--- config.mk ---
export PLATFORM = sky130hd
export DESIGN_NAME = hilbert_index_2d
export DESIGN_NICKNAME = d
export VERILOG_FILES = /design/src/rtl/hid_pkg.sv /design/src/rtl/hid_stage.sv /design/src/rtl/hilbert_index_2d.sv
export SDC_FILE = /design/constraint.sdc
export NUM_CORES = 1
export LEC_CHECK = 0
export ABC_AREA = 1
export BUFFER_PORTS_ARGS = -buffer_cell sky130_fd_sc_hd__buf_2
export CAP_MARGIN = 20
export CELL_PAD_IN_SITES_DETAIL_PLACEMENT = 1
export CELL_PAD_IN_SITES_GLOBAL_PLACEMENT = 2
export CORE_ASPECT_RATIO = 1.75
export CORE_MARGIN = 4
export CORE_UTILIZATION = 47
export CTS_CLUSTER_SIZE = 28
export DETAILED_ROUTE_END_ITERATION = 10
export GPL_TIMING_DRIVEN = 0
export HOLD_SLACK_MARGIN = 0.12
export PLACE_DENSITY_LB_ADDON = 0.1
export RECOVER_POWER = 50
export SLEW_MARGIN = 20
export SYNTH_ARGS = -nofsm -noshare
export SYNTH_HDL_FRONTEND = slang
export SYNTH_SLANG_ARGS = --single-unit
--- constraint.sdc ---
create_clock -name clk -period 17.55 [get_ports clk]
set_clock_uncertainty 0.05 [all_clocks]
set_input_delay 3.51 -clock clk [delete_from_list [all_inputs] [get_ports clk]]
set_output_delay 3.51 -clock clk [all_outputs]
set_load 0.1 [all_outputs]
--- src/rtl/hid_pkg.sv ---
// ----------------------------------------------------------------------------
// hid_pkg: shared definitions for the 2-D Hilbert index pipeline
// Holds the orientation table type, its starting value and pipeline sizing.
// ----------------------------------------------------------------------------
package hid_pkg;

	// Default coordinate width and the fixed width of each stream field.
	localparam int COORD_BITS_DEF  = 64;
	localparam int FIELD_BITS      = 64;
	localparam int TDATA_BITS      = 2 * FIELD_BITS;

	// Number of coordinate bit pairs resolved in one pipeline stage.
	localparam int STEPS_PER_STAGE = 8;

	// 2x2 orientation table, indexed [row bit][col bit].
	typedef struct packed {
		logic t00;
		logic t01;
		logic t10;
		logic t11;
	} orient_t;

	localparam orient_t ORIENT_INIT = '{t00: 1'b0, t01: 1'b0, t10: 1'b1, t11: 1'b1};

endpackage

--- src/rtl/hid_stage.sv ---
// ----------------------------------------------------------------------------
// hid_stage: one pipeline stage of the Hilbert index conversion
// Resolves a run of coordinate bit pairs, from TOP_BIT downward, and holds
// the updated orientation table and partial index in its output register.
// ----------------------------------------------------------------------------
module hid_stage #(
	parameter int COORD_BITS = hid_pkg::COORD_BITS_DEF,
	parameter int TOP_BIT    = COORD_BITS - 1,
	parameter int NSTEPS     = hid_pkg::STEPS_PER_STAGE
) (
	input  logic                      clk,
	input  logic                      arst_n,
	input  logic                      in_valid,
	output logic                      in_ready,
	input  logic [COORD_BITS-1:0]     in_row,
	input  logic [COORD_BITS-1:0]     in_col,
	input  hid_pkg::orient_t          in_orient,
	input  logic [2*COORD_BITS-1:0]   in_index,
	output logic                      out_valid,
	input  logic                      out_ready,
	output logic [COORD_BITS-1:0]     out_row,
	output logic [COORD_BITS-1:0]     out_col,
	output hid_pkg::orient_t          out_orient,
	output logic [2*COORD_BITS-1:0]   out_index
);
	import hid_pkg::*;

	logic                    valid_s;
	logic [COORD_BITS-1:0]   row_s;
	logic [COORD_BITS-1:0]   col_s;
	orient_t                 orient_s;
	logic [2*COORD_BITS-1:0] index_s;

	orient_t                 orient_nxt;
	logic [2*COORD_BITS-1:0] index_nxt;
	logic                    load;

	// Walk the bit pairs of this stage, most significant first.
	always_comb begin
		orient_t o;
		logic    bi;
		logic    bj;
		logic    tb;
		logic    xb;
		logic    tmp;
		o         = in_orient;
		index_nxt = in_index;
		for (int i = 0; i < NSTEPS; i++) begin
			bi = in_row[TOP_BIT - i];
			bj = in_col[TOP_BIT - i];
			xb = bi ^ bj;
			case ({bi, bj})
				2'b00:   tb = o.t00;
				2'b01:   tb = o.t01;
				2'b10:   tb = o.t10;
				default: tb = o.t11;
			endcase
			index_nxt[2*(TOP_BIT - i) + 1] = tb;
			index_nxt[2*(TOP_BIT - i)]     = xb;
			// Equal table and XOR bits swap two table entries on a diagonal chosen by the XOR bit.
			if (tb == xb) begin
				if (!xb) begin
					tmp   = o.t10;
					o.t10 = o.t01;
					o.t01 = tmp;
				end else begin
					tmp   = o.t00;
					o.t00 = o.t11;
					o.t11 = tmp;
				end
			end
		end
		orient_nxt = o;
	end

	// The stage takes a beat when it is empty or its contents move on.
	assign in_ready = !valid_s || out_ready;
	assign load     = in_valid && in_ready;

	always_ff @(posedge clk or negedge arst_n) begin
		if (!arst_n) begin
			valid_s <= 1'b0;
		end else if (in_ready) begin
			valid_s <= in_valid;
		end
	end

	// Payload register; it needs no reset.
	always_ff @(posedge clk) begin
		if (load) begin
			row_s    <= in_row;
			col_s    <= in_col;
			orient_s <= orient_nxt;
			index_s  <= index_nxt;
		end
	end

	assign out_valid  = valid_s;
	assign out_row    = row_s;
	assign out_col    = col_s;
	assign out_orient = orient_s;
	assign out_index  = index_s;

endmodule

--- src/rtl/hilbert_index_2d.sv ---
// ----------------------------------------------------------------------------
// hilbert_index_2d: streaming 2-D Hilbert curve index converter
// Maps a (row, col) coordinate pair to its position along a Hilbert curve.
// ----------------------------------------------------------------------------
// Usage:
//   The slave stream carries one coordinate pair per beat: row in the low
//   64 bits of s_tdata, col in the high 64 bits. Only the low COORD_BITS bits
//   of each coordinate are used. The master stream returns one beat per input
//   beat, in order: index_high in the low 64 bits of m_tdata, index_low in
//   the high 64 bits, each holding COORD_BITS bits right-aligned, zero above.
//   Each beat passes through a chain of registered pipeline stages, each
//   resolving up to eight coordinate bit pairs. Throughput is one beat per
//   cycle while m_tready is high. Nothing is kept between beats.
//   Reset empties every stage; s_tready is high right after reset.
//   When m_tready is low the pipeline keeps filling bubbles and then holds,
//   with no beat lost or repeated; s_tready drops once every stage is full.
// ----------------------------------------------------------------------------
module hilbert_index_2d #(
	parameter int COORD_BITS = hid_pkg::COORD_BITS_DEF
) (
	input  logic                           clk,
	input  logic                           arst_n,
	input  logic                           s_tvalid,
	output logic                           s_tready,
	input  logic [hid_pkg::TDATA_BITS-1:0] s_tdata,  // row, col
	output logic                           m_tvalid,
	input  logic                           m_tready,
	output logic [hid_pkg::TDATA_BITS-1:0] m_tdata   // index_high, index_low
);
	import hid_pkg::*;

	localparam int NUM_STAGES = (COORD_BITS + STEPS_PER_STAGE - 1) / STEPS_PER_STAGE;

	logic                    valid_w [NUM_STAGES+1];
	logic                    ready_w [NUM_STAGES+1];
	logic [COORD_BITS-1:0]   row_w   [NUM_STAGES+1];
	logic [COORD_BITS-1:0]   col_w   [NUM_STAGES+1];
	orient_t                 orient_w[NUM_STAGES+1];
	logic [2*COORD_BITS-1:0] index_w [NUM_STAGES+1];

	// Pipeline entry: unpack the beat and start from the initial table.
	assign valid_w[0]  = s_tvalid;
	assign s_tready    = ready_w[0];
	assign row_w[0]    = s_tdata[COORD_BITS-1:0];
	assign col_w[0]    = s_tdata[FIELD_BITS +: COORD_BITS];
	assign orient_w[0] = ORIENT_INIT;
	assign index_w[0]  = '0;

	// Stage chain, each covering a run of bit pairs from the top down.
	for (genvar s = 0; s < NUM_STAGES; s++) begin : g_stage
		localparam int TOP   = COORD_BITS - 1 - s * STEPS_PER_STAGE;
		localparam int STEPS = (TOP + 1 < STEPS_PER_STAGE) ? TOP + 1 : STEPS_PER_STAGE;

		hid_stage #(
			.COORD_BITS (COORD_BITS),
			.TOP_BIT    (TOP),
			.NSTEPS     (STEPS)
		) u_stage (
			.clk        (clk),
			.arst_n     (arst_n),
			.in_valid   (valid_w[s]),
			.in_ready   (ready_w[s]),
			.in_row     (row_w[s]),
			.in_col     (col_w[s]),
			.in_orient  (orient_w[s]),
			.in_index   (index_w[s]),
			.out_valid  (valid_w[s+1]),
			.out_ready  (ready_w[s+1]),
			.out_row    (row_w[s+1]),
			.out_col    (col_w[s+1]),
			.out_orient (orient_w[s+1]),
			.out_index  (index_w[s+1])
		);
	end

	// The last stage register drives the master stream directly.
	assign m_tvalid            = valid_w[NUM_STAGES];
	assign ready_w[NUM_STAGES] = m_tready;
	assign m_tdata[FIELD_BITS-1:0] =
		FIELD_BITS'(index_w[NUM_STAGES][2*COORD_BITS-1:COORD_BITS]);
	assign m_tdata[TDATA_BITS-1:FIELD_BITS] =
		FIELD_BITS'(index_w[NUM_STAGES][COORD_BITS-1:0]);

endmodule
After elaboration in Yosys (flattened, before gate mapping)
Cells that the tools add are included.

word-level totals
  bits of input ports = 132
  flip-flop bits (word level) = 1,060
  output and inout port bits = 130
  word-level logic and storage cells = 717

operators by class
  reductions and logical operators = 89
  equal/unequal tests = 190
  bitwise logic cells = 64
  mux-type cells = 316

operators by type and width
  operator                                             count
  two-way mux 4 bit                                    63
  one-hot mux 1 bit (3 select lines)                   63
  equality test 2 x 1 -> 1 bit, second input constant  64
  logical NOT 2 bit                                    64
  two-way mux 1 bit                                    127
  equality test 2 bit, second input constant           63
  two-way mux 2 bit                                    63
  bitwise XOR 1 bit                                    64
  equality test 1 bit                                  63
  logical AND 1 bit                                    8
  logical NOT 1 bit                                    8
  logical OR 1 bit                                     8
  OR reduction 2 bit                                   1

Logic depth before layout (Yosys ltp)
  depth in word-level cells = 26
  mapped depth = 51
  mapped depth without buffers = 51

Cells and area by module
A second synthesis with hierarchy kept.

second synthesis, totals
  cells, all modules = 4,458
  area total of the unflattened synthesis = 76,786.1 um^2

modules (own cells, without submodules)
  module                               area an instance (um^2)  cells each  instances  sequential area each (um^2)
  hid_stage at g_stage[0].u_stage ...  9,625.5                  557         4          7,832.5
  hid_stage at g_stage[4].u_stage ...  9,569.2                  557         4          7,832.5
  hilbert_index_2d                     7.5                      2           1          0.0

Worst setup path before layout
No wires, ideal clock.

  path type = in2reg
  start = input m_tready
  end = register g_stage[0].u_stage.col_s[0], enable pin
  buffers on the path = 0
  arrival = 9,817 ps
  setup time = 628 ps
  path slack = 7,055 ps
  stages on the path = 16
  required time = 16,872 ps
  cells stage by stage = nor2_1 inv_1 nor2_1 inv_1 nor2_1 inv_1 nor2_1 inv_1 nor2_1 inv_1 nor2_1 inv_1 nor2_1 inv_1 nor2_1 nor2_1

on the way
  longest elaborated chain between the ends = 9

ends and longest elaborated chain
  element                            RTL line                RTL
  start, declared                    hilbert_index_2d.sv:27  input logic m_tready,
  logical OR 1 bit (8 in series)     hid_stage.sv:77         assign in_ready = !valid_s || out_ready;
  logical AND 1 bit                  hid_stage.sv:78         assign load = in_valid && in_ready;
  named net g_stage[0].u_stage.load  hid_stage.sv:36         logic load;
  end signal, assigned               hid_stage.sv:92         col_s <= in_col;
  end, declared                      hid_stage.sv:30         logic [COORD_BITS-1:0] col_s;

The timed path passes the listed nets, and every way through them passes these cells.
A chain may end at the register's enable or synchronous reset.

Worst setup path in the final report
  start = input m_tready
  end = output s_tready

on the way
  longest elaborated chain between the ends = 8

ends and longest elaborated chain
  element                         RTL line                RTL
  logical OR 1 bit (8 in series)  hid_stage.sv:77
  end, declared                   hilbert_index_2d.sv:24  output logic s_tready,

Every way passes these cells.

==> impl_metrics.tcl <==
set metrics [dict create \
    criticalPathCategory "input port to primary output" \
    min_period_ns 9.42 \
    clock_sinks 1060 \
    synth_enable_flop_cells 1052 \
    maxSlewHeadroom_pct -118 \
    cts_setup_buffers 0 \
    violations "max-capacitance violations, max-slew violations" \
    vias 24900 \
    grt_start_max_net_pins 82 \
    drc_errors 0 \
    ys_types 28 \
    die_area_sq_mm 0.101 \
    final_nets 4048 \
    grt_pass1_wl_microns 145000 \
    tns_ns 0 \
    hold_violations 0 \
    avgRoutedWirePerCell_microns 18.5 \
    required_ns 13.99 \
    viasPerCell 5.03 \
    ir_drop_mv 0.113 \
    final_cells 4947 \
    dp_hpwl_microns 66400 \
    ys_ff_latch 1060 \
    synthMostInstantiatedCell "edfxtp_1" \
    worstPathArrival_ns 5.86 \
    die_w_microns 241 \
    path_max_fanout 3 \
    yosys_warnings 0 \
    cts_max_path_buffers 3 \
    fillerInstances 9315 \
    worstHoldPathCells 0 \
    clk_latency_ns 0.69 \
    end_kind "primary output" \
    coreArea_sq_mm 0.0945 \
    grt-ovfl-total 0 \
    htree_num_levels 3 \
    track_usage_pct 18.4 \
    syn-mean-instance-area_sq_um 13.7 \
    max_cap_viol_count 3 \
    dp_cells 4772 \
    final-seq-area_sq_mm 0.0318 \
    area_growth_pct 14.5 \
    min_period_over_period_pct 53.7 \
    synth_top_area_share_pct 70.5 \
    worst_pin_slew_ns 3.25 \
    die_y_microns 417 \
    io_buffers 261 \
    async_flop_share_pct 0.755 \
    synth_seq_area_share_pct 70.9 \
    antenna_found_initial 8 \
    grt_pass1_vias 27900 \
    fmax_ghz 0.106 \
    clkSlewWorstSetupHoldPaths_ns 0.06 \
    firstDrtPassIters 4 \
    ant_nets 0 \
    start_util_pct 47.4 \
    maxSlewViolCount 73 \
    layout-drive-gt1-share_pct 20.1 \
    synth_largest_area_cell "edfxtp_1" \
    syn_inst 3272 \
    synthesis.area_sq_mm 0.0448 \
    multi_input_area_sq_mm 0.0107 \
    cts.repair.resized 0 \
    cellPowerDensity_mw_per_mm2 184 \
    rsz0062_at_grt "false" \
    synthFlopType "edfxtp_1" \
    cts_inserted_buffers 95 \
    routed_wl_microns 91500 \
    r2r_cells 36 \
    cts_root_buf "clkbuf_16" \
    drt_first_iter_violations 831 \
    cp-start-kind "input port" \
    finalSetupViolCount 0 \
    io_pins 262 \
    p_leak_uw 0.0217 \
    synthTopCellsByCount "1052 x edfxtp_1, 595 x nand2_1, 544 x inv_1" \
    rows 149 \
    run_status "finished, violations left" \
    syn_nets 3659 \
    ctsHoldBuffers 0 \
    holdCritPathClass "flop to flop" \
    cts_tree "done" \
    synth_area_leaders "edfxtp_1 70%, ha_1 7.1%, nand2_1 5.0%" \
    place.gp.congestion 0.809 \
]
==> kinds of logic (layout without fill, tap and decap cells) <==
family	after synthesis	in the layout	share of synthesized area (%)
adder cells (fa/ha/maj)	255	255	7.12
buffers and inverters	582	1045	4.87
AO/OA/AOI/OAI	83	83	2.21
XOR/XNOR	2	2	0.0391
other	0	4	0
flip-flops	1060	1060	70.9
AND/OR/NAND/NOR	1290	1290	14.9
==> worst paths after layout <==
path / to / startpoint / slack (ns)
setup reg to reg: g_stage[2].u_stage.out_orient[1] / g_stage[1].u_stage.out_col[47] / 11.19
max in group asynchronous: g_stage[7].u_stage.out_valid / arst_n / 14.37
hold reg to reg: g_stage[6].u_stage.out_col[4] / g_stage[5].u_stage.out_col[4] / 0.35
setup / recovery: s_tready / m_tready / 8.13
hold / removal: g_stage[6].u_stage.out_col[4] / g_stage[5].u_stage.out_col[4] / 0.35
min in group asynchronous: g_stage[1].u_stage.out_valid / arst_n / 2.72
==> worst max-delay path: stages <==
cell    delay (ns)
buf_2         0.10
nor2_1        0.17
inv_1         0.10
nor2_1        0.10
inv_1         0.08
nor2_1        0.10
inv_1         0.08
nor2_1        0.21
inv_1         0.09
nor2_1        0.23
inv_1         0.10
nor2_1        0.12
inv_1         0.08
nor2_1        0.10
inv_1         0.08
nor2_1        0.22
inv_1         0.10
buf_2         0.30
==> report_power, final <==
group | switching [uW] | internal, uW | leakage (uW)
Sequential | 216 | 3650 | 0.0103
Combinational | 2490 | 989 | 0.00979
Clock | 904 | 1210 | 0.00155
Total | 3610 | 5860 | 0.0217
==> routing by layer <==
metal	GRT usage [%]	up-vias	wire length [microns]
met4	6.14	8	2540
met1	20.1	12400	34800
li1	-	11900	-
met3	3.30	149	3720
met5	0	-	46
met2	35.2	405	50400
==> through the flow <==
stage / area [sq um] / hold WS (ns) / setup WS, ns / power (uW) / utilization [%]
3_3_place_gp: 47700 / 0.350 / 2.32 / 7340 / 50.4
6_report: 51300 / 0.353 / 8.13 / 9460 / 54.3
4_1_cts: 51700 / 0.349 / 7.98 / 9670 / 54.6
2_1_floorplan: 44800 / 0.350 / 7.06 / 6590 / -
3_5_place_dp: 48500 / 0.355 / 8.06 / 7500 / 51.3
5_1_grt: 51300 / 0.368 / 7.76 / 10100 / 54.3
==> cells in the final DEF (no fill, tap or decap), drive strengths merged, types with 5 or more instances in the layout <==
cell / synthesis / routed
and2: 18 / 18
ha: 255 / 255
nand2: 739 / 739
clkinv: 1 / 40
dfrtp: 8 / 8
bufinv: 0 / 14
inv: 581 / 585
nand3: 381 / 381
buf: 0 / 257
nor2: 57 / 57
clkinvlp: 0 / 5
edfxtp: 1052 / 1052
nand4: 94 / 94
clkbuf: 0 / 144
o21a: 19 / 19
o21ai: 36 / 36
o21bai: 24 / 24
==> flip-flops by register name (all words and copies together), names as in the netlist <==
name / count
g_stage.u_stage.out_col: 224
g_stage.u_stage.out_index: 576
g_stage.u_stage.out_orient: 28
g_stage.u_stage.out_row: 224
g_stage.u_stage.out_valid: 8
==> area by class of cell <==
cell class,instances,area share (%)
antenna,4,0.0195
clock buffer,109,4.78
multi-input combinational,1630,20.8
tap,1208,2.94
timing repair buffer,292,3.83
sequential,1060,61.9
inverter,582,4.30
clock inverter,62,1.42
Note: power is estimated with default switching activity, not from simulation.
